File: src/lps_pkg.sv
// lps_pkg: shared types, constants and pattern tables for the led pattern sequencer
// used by lps_csr, lps_engine, the core top level and its checker
`timescale 1ns / 1ps

package lps_pkg;

   // field widths
   localparam int unsigned NUM_PATTERNS = 6;
   localparam int unsigned MAX_STEPS    = 6;
   localparam int unsigned PAT_W        = 3;
   localparam int unsigned STEP_W       = 3;
   localparam int unsigned TICK_W       = 4;
   localparam int unsigned HOLD_W       = 5;
   localparam int unsigned BYTE_W       = 8;
   localparam int unsigned LED_W        = 6;
   localparam int unsigned CSR_IDX_W    = 3;
   localparam int unsigned CSR_DATA_W   = 8;

   // default button hold time in ticks
   localparam int unsigned HOLD_TICKS_DEFAULT = 24;

   // register reset values
   localparam logic [BYTE_W-1:0] CODE_ONE_RESET    = 8'd49;
   localparam logic [TICK_W-1:0] SHORT_TICKS_RESET = 4'd3;
   localparam logic [TICK_W-1:0] LONG_TICKS_RESET  = 4'd10;

   // item kinds
   localparam logic MODE_TICK = 1'b0;
   localparam logic MODE_BYTE = 1'b1;

   // register map
   typedef enum logic [CSR_IDX_W-1:0] {
      CSR_CODE_ONE    = 3'd0,
      CSR_CODE_TWO    = 3'd1,
      CSR_CODE_THREE  = 3'd2,
      CSR_CODE_FOUR   = 3'd3,
      CSR_CODE_FIVE   = 3'd4,
      CSR_CODE_SIX    = 3'd5,
      CSR_SHORT_TICKS = 3'd6,
      CSR_LONG_TICKS  = 3'd7
   } csr_index_type;

   // pattern tables: step count, long step flag, led word per step
   localparam logic [STEP_W-1:0] PAT_LEN [NUM_PATTERNS] =
      '{3'd6, 3'd2, 3'd2, 3'd2, 3'd3, 3'd3};
   localparam logic PAT_LONG [NUM_PATTERNS] =
      '{1'b0, 1'b0, 1'b0, 1'b1, 1'b1, 1'b0};
   localparam logic [LED_W-1:0] PAT_LEDS [NUM_PATTERNS][MAX_STEPS] = '{
      '{6'h01, 6'h02, 6'h04, 6'h08, 6'h10, 6'h20},
      '{6'h3F, 6'h00, 6'h00, 6'h00, 6'h00, 6'h00},
      '{6'h15, 6'h2A, 6'h00, 6'h00, 6'h00, 6'h00},
      '{6'h33, 6'h0C, 6'h00, 6'h00, 6'h00, 6'h00},
      '{6'h03, 6'h0C, 6'h30, 6'h00, 6'h00, 6'h00},
      '{6'h0C, 6'h12, 6'h21, 6'h00, 6'h00, 6'h00}
   };

   // configuration seen by the engine
   typedef struct packed {
      logic [NUM_PATTERNS-1:0][BYTE_W-1:0] codes;
      logic [TICK_W-1:0]                   short_ticks;
      logic [TICK_W-1:0]                   long_ticks;
   } csr_type;

   // one input item
   typedef struct packed {
      logic              mode;
      logic [BYTE_W-1:0] rx_byte;
      logic              framing_error;
      logic              overrun_error;
      logic              button_pressed;
   } item_type;

   // one result item
   typedef struct packed {
      logic [LED_W-1:0]  led_levels;
      logic              echo_valid;
      logic [BYTE_W-1:0] echo_byte;
      logic              reset_request;
   } result_type;

   // pattern codes six and seven fall back to pattern one
   function automatic logic [PAT_W-1:0] pat_index(input logic [PAT_W-1:0] p);
      return (p < PAT_W'(NUM_PATTERNS)) ? p : '0;
   endfunction

endpackage

File: src/lps_csr.sv
// lps_csr: configuration registers (pattern codes and step durations)
// depends on lps_pkg
`timescale 1ns / 1ps

module lps_csr (
   input  logic                               clock,
   input  logic                               reset,
   input  logic                               csr_write,
   input  logic [lps_pkg::CSR_IDX_W-1:0]      csr_index,
   input  logic [lps_pkg::CSR_DATA_W-1:0]     csr_data,
   output lps_pkg::csr_type                   csr_out
);

   logic [lps_pkg::NUM_PATTERNS-1:0][lps_pkg::BYTE_W-1:0] codes_ff;
   logic [lps_pkg::TICK_W-1:0]                            short_ff;
   logic [lps_pkg::TICK_W-1:0]                            long_ff;
   lps_pkg::csr_index_type                                idx;

   assign idx = lps_pkg::csr_index_type'(csr_index);

   // register writes, decoded by index
   always_ff @(posedge clock) begin
      if (reset) begin
         for (int i = 0; i < lps_pkg::NUM_PATTERNS; i++) begin
            codes_ff[i] <= lps_pkg::CODE_ONE_RESET + lps_pkg::BYTE_W'(i);
         end
         short_ff <= lps_pkg::SHORT_TICKS_RESET;
         long_ff  <= lps_pkg::LONG_TICKS_RESET;
      end else if (csr_write) begin
         unique case (idx)
            lps_pkg::CSR_SHORT_TICKS: short_ff <= csr_data[lps_pkg::TICK_W-1:0];
            lps_pkg::CSR_LONG_TICKS:  long_ff  <= csr_data[lps_pkg::TICK_W-1:0];
            default: codes_ff[csr_index] <= csr_data;
         endcase
      end
   end

   assign csr_out.codes       = codes_ff;
   assign csr_out.short_ticks = short_ff;
   assign csr_out.long_ticks  = long_ff;

endmodule

File: src/lps_engine.sv
// lps_engine: sequencer state and the single-pass update for one item
// depends on lps_pkg
`timescale 1ns / 1ps

module lps_engine #(
   parameter int unsigned HOLD_TICKS = lps_pkg::HOLD_TICKS_DEFAULT
) (
   input  logic                  clock,
   input  logic                  reset,
   input  logic                  fire,
   input  lps_pkg::item_type     item,
   input  lps_pkg::csr_type      csr,
   output lps_pkg::result_type   result
);

   localparam logic [lps_pkg::HOLD_W-1:0] HOLD_RELOAD = lps_pkg::HOLD_W'(HOLD_TICKS);

   logic [lps_pkg::PAT_W-1:0]  chosen_ff,  chosen_in;
   logic [lps_pkg::PAT_W-1:0]  running_ff, running_in;
   logic [lps_pkg::STEP_W-1:0] step_ff,    step_in;
   logic [lps_pkg::TICK_W-1:0] ticks_ff,   ticks_in;
   logic [lps_pkg::HOLD_W-1:0] hold_ff,    hold_in;

   logic [lps_pkg::STEP_W-1:0] step_plus;
   logic [lps_pkg::HOLD_W-1:0] hold_dec;
   logic [lps_pkg::PAT_W-1:0]  run_idx;
   logic [lps_pkg::STEP_W-1:0] led_step;
   logic                       req_reset;

   // next state and result for the item at the input register
   always_comb begin
      chosen_in  = chosen_ff;
      running_in = running_ff;
      step_in    = step_ff;
      ticks_in   = ticks_ff;
      hold_in    = hold_ff;
      step_plus  = step_ff + 1'b1;
      hold_dec   = hold_ff - 1'b1;
      req_reset  = 1'b0;
      result.echo_valid = 1'b0;
      result.echo_byte  = '0;

      if (item.mode == lps_pkg::MODE_TICK) begin
         // step timer
         if (ticks_ff <= lps_pkg::TICK_W'(1)) begin
            step_in = step_plus;
            if (step_plus >= lps_pkg::PAT_LEN[lps_pkg::pat_index(running_ff)]) begin
               step_in    = '0;
               running_in = lps_pkg::pat_index(chosen_ff);
            end
            ticks_in = lps_pkg::PAT_LONG[lps_pkg::pat_index(running_in)] ?
                       csr.long_ticks : csr.short_ticks;
         end else begin
            ticks_in = ticks_ff - 1'b1;
         end
         // button hold counter
         if (item.button_pressed) begin
            hold_in = hold_dec;
            if (hold_dec == '0) begin
               req_reset  = 1'b1;
               chosen_in  = '0;
               running_in = '0;
               step_in    = '0;
               ticks_in   = csr.short_ticks;
               hold_in    = HOLD_RELOAD;
            end
         end else begin
            hold_in = HOLD_RELOAD;
         end
      end else if (!item.framing_error && !item.overrun_error) begin
         // code match, lowest numbered pattern wins
         for (int i = lps_pkg::NUM_PATTERNS - 1; i >= 0; i--) begin
            if (csr.codes[i] == item.rx_byte) begin
               chosen_in = lps_pkg::PAT_W'(i);
            end
         end
         result.echo_valid = 1'b1;
         result.echo_byte  = item.rx_byte;
      end

      // led word of the current step after the update
      run_idx  = lps_pkg::pat_index(running_in);
      led_step = (step_in < lps_pkg::PAT_LEN[run_idx]) ? step_in : '0;
      result.led_levels    = lps_pkg::PAT_LEDS[run_idx][led_step];
      result.reset_request = req_reset;
   end

   // state registers advance once per processed item
   always_ff @(posedge clock) begin
      if (reset) begin
         chosen_ff  <= '0;
         running_ff <= '0;
         step_ff    <= '0;
         ticks_ff   <= lps_pkg::SHORT_TICKS_RESET;
         hold_ff    <= HOLD_RELOAD;
      end else if (fire) begin
         chosen_ff  <= chosen_in;
         running_ff <= running_in;
         step_ff    <= step_in;
         ticks_ff   <= ticks_in;
         hold_ff    <= hold_in;
      end
   end

endmodule

File: src/led_pattern_sequencer_core.sv
// led_pattern_sequencer_core: top level with input register, engine and result register
// depends on lps_pkg, lps_csr, lps_engine
`timescale 1ns / 1ps

// Each accepted item (a timer tick or a received serial byte) gives exactly one result:
// the LED word of the current step, an echo of a good byte, and a reset request when the
// button has been held for HOLD_TICKS ticks. The block takes one item per clock cycle
// when rsp_stall is low; a result goes through the input register, then the result
// register, with the state update done in the single logic stage between them. A
// stalled result register holds the input register, which in turn raises req_stall.
// The user must write configuration registers only while idle; it is not enforced.

module led_pattern_sequencer_core #(
   parameter int unsigned HOLD_TICKS = lps_pkg::HOLD_TICKS_DEFAULT
) (
   input  logic                              clock,
   input  logic                              reset,
   // input channel
   input  logic                              req_valid,
   output logic                              req_stall,
   input  logic                              req_mode,
   input  logic [lps_pkg::BYTE_W-1:0]        req_rx_byte,
   input  logic                              req_framing_error,
   input  logic                              req_overrun_error,
   input  logic                              req_button_pressed,
   // result channel
   output logic                              rsp_valid,
   input  logic                              rsp_stall,
   output logic [lps_pkg::LED_W-1:0]         rsp_led_levels,
   output logic                              rsp_echo_valid,
   output logic [lps_pkg::BYTE_W-1:0]        rsp_echo_byte,
   output logic                              rsp_reset_request,
   // configuration port
   input  logic                              csr_write,
   input  logic [lps_pkg::CSR_IDX_W-1:0]     csr_index,
   input  logic [lps_pkg::CSR_DATA_W-1:0]    csr_data
);

   logic                 in_valid_ff;
   lps_pkg::item_type    in_item_ff;
   logic                 out_valid_ff;
   lps_pkg::result_type  out_result_ff;
   lps_pkg::result_type  result;
   lps_pkg::csr_type     csr;
   logic                 out_free;
   logic                 fire;
   logic                 in_take;

   // pipeline control
   assign out_free  = !out_valid_ff || !rsp_stall;
   assign fire      = in_valid_ff && out_free;
   assign req_stall = in_valid_ff && !out_free;
   assign in_take   = req_valid && !req_stall;

   lps_csr u_csr (
      .clock     (clock),
      .reset     (reset),
      .csr_write (csr_write),
      .csr_index (csr_index),
      .csr_data  (csr_data),
      .csr_out   (csr)
   );

   lps_engine #(
      .HOLD_TICKS (HOLD_TICKS)
   ) u_engine (
      .clock  (clock),
      .reset  (reset),
      .fire   (fire),
      .item   (in_item_ff),
      .csr    (csr),
      .result (result)
   );

   // input register
   always_ff @(posedge clock) begin
      if (reset) begin
         in_valid_ff <= 1'b0;
      end else if (in_take || fire) begin
         in_valid_ff <= in_take;
      end
   end

   always_ff @(posedge clock) begin
      if (in_take) begin
         in_item_ff.mode           <= req_mode;
         in_item_ff.rx_byte        <= req_rx_byte;
         in_item_ff.framing_error  <= req_framing_error;
         in_item_ff.overrun_error  <= req_overrun_error;
         in_item_ff.button_pressed <= req_button_pressed;
      end
   end

   // result register
   always_ff @(posedge clock) begin
      if (reset) begin
         out_valid_ff <= 1'b0;
      end else if (out_free) begin
         out_valid_ff <= fire;
      end
   end

   always_ff @(posedge clock) begin
      if (fire) begin
         out_result_ff <= result;
      end
   end

   assign rsp_valid         = out_valid_ff;
   assign rsp_led_levels    = out_result_ff.led_levels;
   assign rsp_echo_valid    = out_result_ff.echo_valid;
   assign rsp_echo_byte     = out_result_ff.echo_byte;
   assign rsp_reset_request = out_result_ff.reset_request;

endmodule

File: config.mk
export PLATFORM = sky130hd
export DESIGN_NAME = led_pattern_sequencer_core
export DESIGN_NICKNAME = d
export VERILOG_FILES = /design/src/lps_pkg.sv /design/src/lps_csr.sv /design/src/lps_engine.sv /design/src/led_pattern_sequencer_core.sv
export SDC_FILE = /design/constraint.sdc
export NUM_CORES = 1
export LEC_CHECK = 0
export BUFFER_PORTS_ARGS = -buffer_cell sky130_fd_sc_hd__buf_2
export CORE_UTILIZATION = 30
export CTS_BUF_LIST = sky130_fd_sc_hd__clkbuf_8 sky130_fd_sc_hd__clkbuf_16
export CTS_CLUSTER_SIZE = 12
export DETAILED_ROUTE_END_ITERATION = 8
export SYNTH_ARGS = -nofsm -noshare
export SYNTH_HDL_FRONTEND = slang
export SYNTH_HIERARCHICAL = 1
export SYNTH_SLANG_ARGS = --single-unit
File: constraint.sdc
create_clock -name clock -period 11.1 [get_ports clock]
set_input_delay 0.555 -clock clock [delete_from_list [all_inputs] [get_ports clock]]
set_output_delay 0.555 -clock clock [all_outputs]
set_load 0.01 [all_outputs]
# After elaboration in Yosys (flattened, before gate mapping)

Memories as Yosys holds them, arrays and structs flattened.
Index checks and enable logic that the tools add are counted.

$add $sub $neg: 3
Order comparisons: 13
Equality and inequality tests: 10
Multiplexer cells: 49
Bitwise gates (word level): 7
Reductions and logical operators: 24

Operators with widths:

| operator            | count |
|---|---|
| $mux 3              | 31 |
| $mux 36             | 2 |
| $bwmux 48           | 1 |
| $eq 8x8->1          | 6 |
| $demux 8 s3         | 1 |
| $bmux 6 s3          | 1 |
| $ge 4x4->1 const B  | 4 |
| $mux 4              | 4 |
| $not 3->4           | 4 |
| $lt 3x3->1 const B  | 4 |
| $mux 6              | 2 |
| $mux 5              | 2 |
| $reduce_and 2->1    | 5 |
| $mux 9              | 1 |
| $mux 8              | 1 |
| $ne 7x1->1 const B  | 1 |
| $eq 3x3->1 const B  | 2 |
| $logic_not 1->1     | 6 |
| $logic_and 1x1->1   | 5 |
| $logic_not 5->1     | 1 |
| $reduce_and 5->1    | 1 |
| $sub 5x1->5 const B | 1 |
| $le 4x1->1 const B  | 1 |
| $lt 3x4->1 const B  | 1 |
| other kinds (11)    | 18 |

Register bits after elaboration: 104
ROM bits: 344
Input bits: 28
Output and inout bits: 18
Logic and storage cells: 134
Memories: 4

Memories:

| memory          | depth | bits a word | read ports | clocked after Yosys merged registers in | wr ports | RTL line         | text |
|---|---|---|---|---|---|---|---|
| (no name shown) | 8     | 36          | 1          | 0                                       | 0        | lps_engine.sv:84 | `result.led_levels = lps_pkg::PAT_LEDS[run_idx][led_step];` |
| (no name shown) | 8     | 3           | 1          | 0                                       | 0        | lps_engine.sv:83 | `led_step = (step_in < lps_pkg::PAT_LEN[run_idx]) ? step_in : '0;` |
| (no name shown) | 8     | 3           | 1          | 0                                       | 0        | lps_engine.sv:47 | `if (step_plus >= lps_pkg::PAT_LEN[lps_pkg::pat_index(running_ff)]) begin` |
| (no name shown) | 8     | 1           | 1          | 0                                       | 0        | lps_engine.sv:51 | `ticks_in = lps_pkg::PAT_LONG[lps_pkg::pat_index(running_in)] ?` |

# Logic depth before layout (Yosys ltp)

Depth in word-level cells: 26
Depth in mapped cells: 17

# Cells and area by module

The synthesis kept the hierarchy.

By module, submodules not included:

| module                     | times used | cells each | area an instance (sq um) |
|---|---|---|---|
| lps_engine                 | 1          | 338        | 2,620.0 |
| lps_csr                    | 1          | 208        | 2,220.9 |
| led_pattern_sequencer_core | 1          | 38         | 927.1 |

# Worst setup path before layout

OpenSTA, ideal clock, no wires.

Path kind: register to register
From: register u_engine/step_ff[0] (netlist bit)
To: register out_result_ff (netlist bit rsp_led_levels[2]), data pin
Library setup time: 0.271 ns
Arrival: 3.625 ns
Setup slack: 7.204 ns
Stages on the path, launching flop included: 17
Buffers on the path: 0
Cell sequence: dfxtp_1 > ha_1 > xor2_1 > ha_1 > a31oi_1 > nor4b_1 > o2bb2ai_1 > nand2_1 > nand2_1 > inv_1 > ha_1 > inv_1 > nor4_4 > nor3_4 > xor2_1 > mux2i_1 > a211oi_2

RTL lines:

| what                   | RTL line                          | text |
|---|---|---|
| start, declared        | lps_engine.sv:20                  | `logic [lps_pkg::STEP_W-1:0] step_ff, step_in;` |
| start signal, assigned | lps_engine.sv:99                  | `step_ff <= step_in;` |
| end signal, assigned   | led_pattern_sequencer_core.sv:105 | `out_result_ff <= result;` |
| end, declared          | led_pattern_sequencer_core.sv:42  | `lps_pkg::result_type out_result_ff;` |

==> results.tsv <==
metric	value	unit
Mapped Cells	584	
root buffer cell	clkbuf_16	
Syn. warnings	6	
reg2reg path depth	16	
postcts setup bufs	0	
initial antenna violation count	0	
post-synth cell types	76	
Worst R2R Start	u_engine/step_ff[0]$_SDFFE_PP0P_	
Fin Setup TNS	0	ns
pre-CTS WS	6.823	ns
Seq/Total Area, Yosys	40.95	%
Worst path depth	16	
FF-to-FF End	rsp_led_levels[2]$_DFFE_PP_	
die boundary width	140.7	um
CP cell instances	ha_1, xor2_1, ha_1, a31oi_1, nor4b_1, o2bb2ai_1, nand2_1, nand2_1, inv_1, ha_1, inv_1, nor4_4, nor3_4, mux2i_1, mux2i_1, a211oi_2	
Pwr Total	825.3	uW
crit path from	u_engine/step_ff[0]$_SDFFE_PP0P_	
Starting Density	30.73	%
crit path launch type	flip-flop	
maximum fanout along the worst path	9	
minimum clock period	4.361	ns
nets	650	
via density per instance	4.895	
deepest clock path buffer count	2	
die area	0.01979	mm2
DRT Pass-1 Iters	4	
Leakage	0.002610	uW
Final Hold Viols	0	
CTS tree	yes	
Vias	4146	
most frequent cells in the layout	76 x dfxtp_1, 65 x nor2_1, 63 x mux2i_1	
Worst setup EP type	flip-flop	
Crit path top cell by count	ha_1	
synthesized area	0.005768	mm2
Slew @ Worst Pin	1.097	ns
Synth Net Count	626	
status	finished, final reports clean	
kind of cell adding the most delay to the critical path	simple AND/OR/NAND/NOR gates	
syn avg cell area	9.877	um2
DRC	0	
peak supply drop	0.06078	mV
slowest CP cell	nor4b_1	
Worst Path Required	11.29	ns
Area growth syn-to-layout	12.04	%
post-CTS resize count	0	
Hold Buf Count CTS	0	
clock skew	0.007008	ns
register bit count reported by yosys	104	
hold path cells	1	
post-layout util	34.43	%
TritonCTS Buffers	9	
setup violators final	0	
routability cong.	0.8656	
Clock transition at path regs	0.07	ns
HPWL Detailed	9.007	mm
TritonCTS Sinks	104	
RSZ-0062 raised after global routing	false	
first-pass GRT wire length	20.76	mm
Placement Rows	50	
Placed Cells	831	
grt ovf	0	
Worst Setup EP	rsp_led_levels[2]$_DFFE_PP_	
max cap viols	0	
Rel. slew slack	26.71	%
data arrival time of the worst path	4.55	ns
DRT iter0 DRCs	370	
Worst Path Buf+Inv	2	
Post-synth EDFFs	28	
max-slew violations	0	
vias in the first global route	3942	
wire per inst	15.01	um
Placeable Area	0.01877	mm2
final worst slack	6.739	ns
Cell Count, Final, Fillers Out	847	
clk_lat worst skew	0.36	ns
port bufs	45	
max incr delay on CP	0.80	ns
Post-DRT Antenna Nets	0	
most common cell after layout, fill and taps aside	dfxtp_1	
Post-synth ARST share	0	%
layout cells sized above 1	14.52	%
Antenna Diode Count	0	
H-tree depth	3	
largest net degree at the start of global routing	89	
pwr/cell area	127.7	mW/mm2
Tot GR Track Use	13.52	%
boundary pin count	46	
Max Clk Rate	229.3	MHz
Worst Hold Class	primary input to flip-flop	
Tcrit/Tclk final	39.28	%
Chip Height	140.7	um
Crit Path Class	flip-flop to flip-flop	
filler cell count	1890	
setup slack, reg-to-reg	6.74	ns
ys flop type	dfxtp_1	
drt total wl	12.71	mm
==> synth_stat cells (all sizes together), types with 11 or more instances <==
cell / number / area [um2]
clkbuf: 23 / 86.33
nand2: 27 / 108.9
buf: 13 / 91.33
xor2: 19 / 166.4
ha: 14 / 175.2
nor2: 66 / 250.2
a21oi: 20 / 103.9
o21ai: 12 / 71.32
dfxtp: 76 / 1521
mux2i: 63 / 630.6
nand4: 11 / 68.82
nand2b: 44 / 282.8
edfxtp: 28 / 840.8
inv: 19 / 71.31
and2: 11 / 68.82
xnor2: 35 / 306.5
==> logic make-up after synthesis <==
| family | share of synthesized area (%) |
|---|---|
| multiplexers | 11.32 |
| adder cells (fa/ha/maj) | 3.037 |
| AND/OR/NAND/NOR | 21.45 |
| XOR/XNOR | 8.200 |
| AO/OA/AOI/OAI | 10.72 |
| buffers and inverters | 4.316 |
| flip-flops | 40.95 |
==> worst register-to-register path: cells and delay by family (launching register included) <==
kind / cells / cell delay (ns)
AND/OR/NAND/NOR: 5 / 1.57
adder cells (fa/ha/maj): 3 / 0.86
flip-flops: 1 / 0.37
XOR/XNOR: 1 / 0.15
AO/OA/AOI/OAI: 3 / 0.72
multiplexers: 2 / 0.34
buffers and inverters: 2 / 0.21
==> metal layers <==
metal | wire [um] | GRT usage [%]
met3 | 471 | 3.601
met2 | 5660 | 20.61
met5 | 0 | 0
met4 | 143 | 4.634
met1 | 6438 | 18.39
==> flip-flops by register name (all words and copies together), names as in the netlist <==
name                 count
rsp_valid                1
u_engine/step_ff         3
u_engine/ticks_ff        4
u_engine/chosen_ff       3
in_item_ff              12
u_csr/short_ff           4
u_engine/hold_ff         5
rsp_echo_byte            8
u_csr/csr_out           48
u_csr/long_ff            4
rsp_led_levels           6
rsp_reset_request        1
in_valid_ff              1
rsp_echo_valid           1
u_engine/running_ff      3
==> layout make-up <==
| cell class | instances | area [um2] | area share, % |
|---|---|---|---|
| clock buffer | 9 | 225.2 | 3.485 |
| clock inverter | 7 | 95.09 | 1.471 |
| inverter | 19 | 71.32 | 1.104 |
| multi-input combinational | 425 | 3161 | 48.91 |
| sequential | 104 | 2362 | 36.55 |
| tap | 234 | 292.8 | 4.530 |
| timing repair buffer | 49 | 255.2 | 3.950 |
==> through the flow <==
step                instance area [um2]  hold WS (ns)
finish                             6462        0.3776
global route                       6462        0.3630
CTS                                6462        0.3614
detailed placement                 6142        0.4722
global placement                   6142        0.4656
floorplan                          5768        0.4529
==> power breakdown <==
| group | switching [uW] | leakage (uW) | internal (uW) |
|---|---|---|---|
| logic | 38.9 | 0.00157 | 30.3 |
| registers | 12.8 | 0.000883 | 401 |
| clock network | 143 | 0.000161 | 198 |
==> worst min path at each step <==
stage	startpoint	slack (ns)	end
2_1_floorplan	u_csr/short_ff[2]$_SDFFE_PP0P_	0.45	u_csr/short_ff[2]$_SDFFE_PP0P_
3_3_place_gp	u_csr/short_ff[2]$_SDFFE_PP0P_	0.47	u_csr/short_ff[2]$_SDFFE_PP0P_
3_5_place_dp	u_csr/short_ff[2]$_SDFFE_PP0P_	0.47	u_csr/short_ff[2]$_SDFFE_PP0P_
4_1_cts	req_button_pressed	0.36	in_item_ff[0]$_DFFE_PP_
5_1_grt	req_overrun_error	0.36	in_item_ff[1]$_DFFE_PP_
6_report	req_button_pressed	0.38	in_item_ff[0]$_DFFE_PP_
Power figures use the tool's default switching activity.
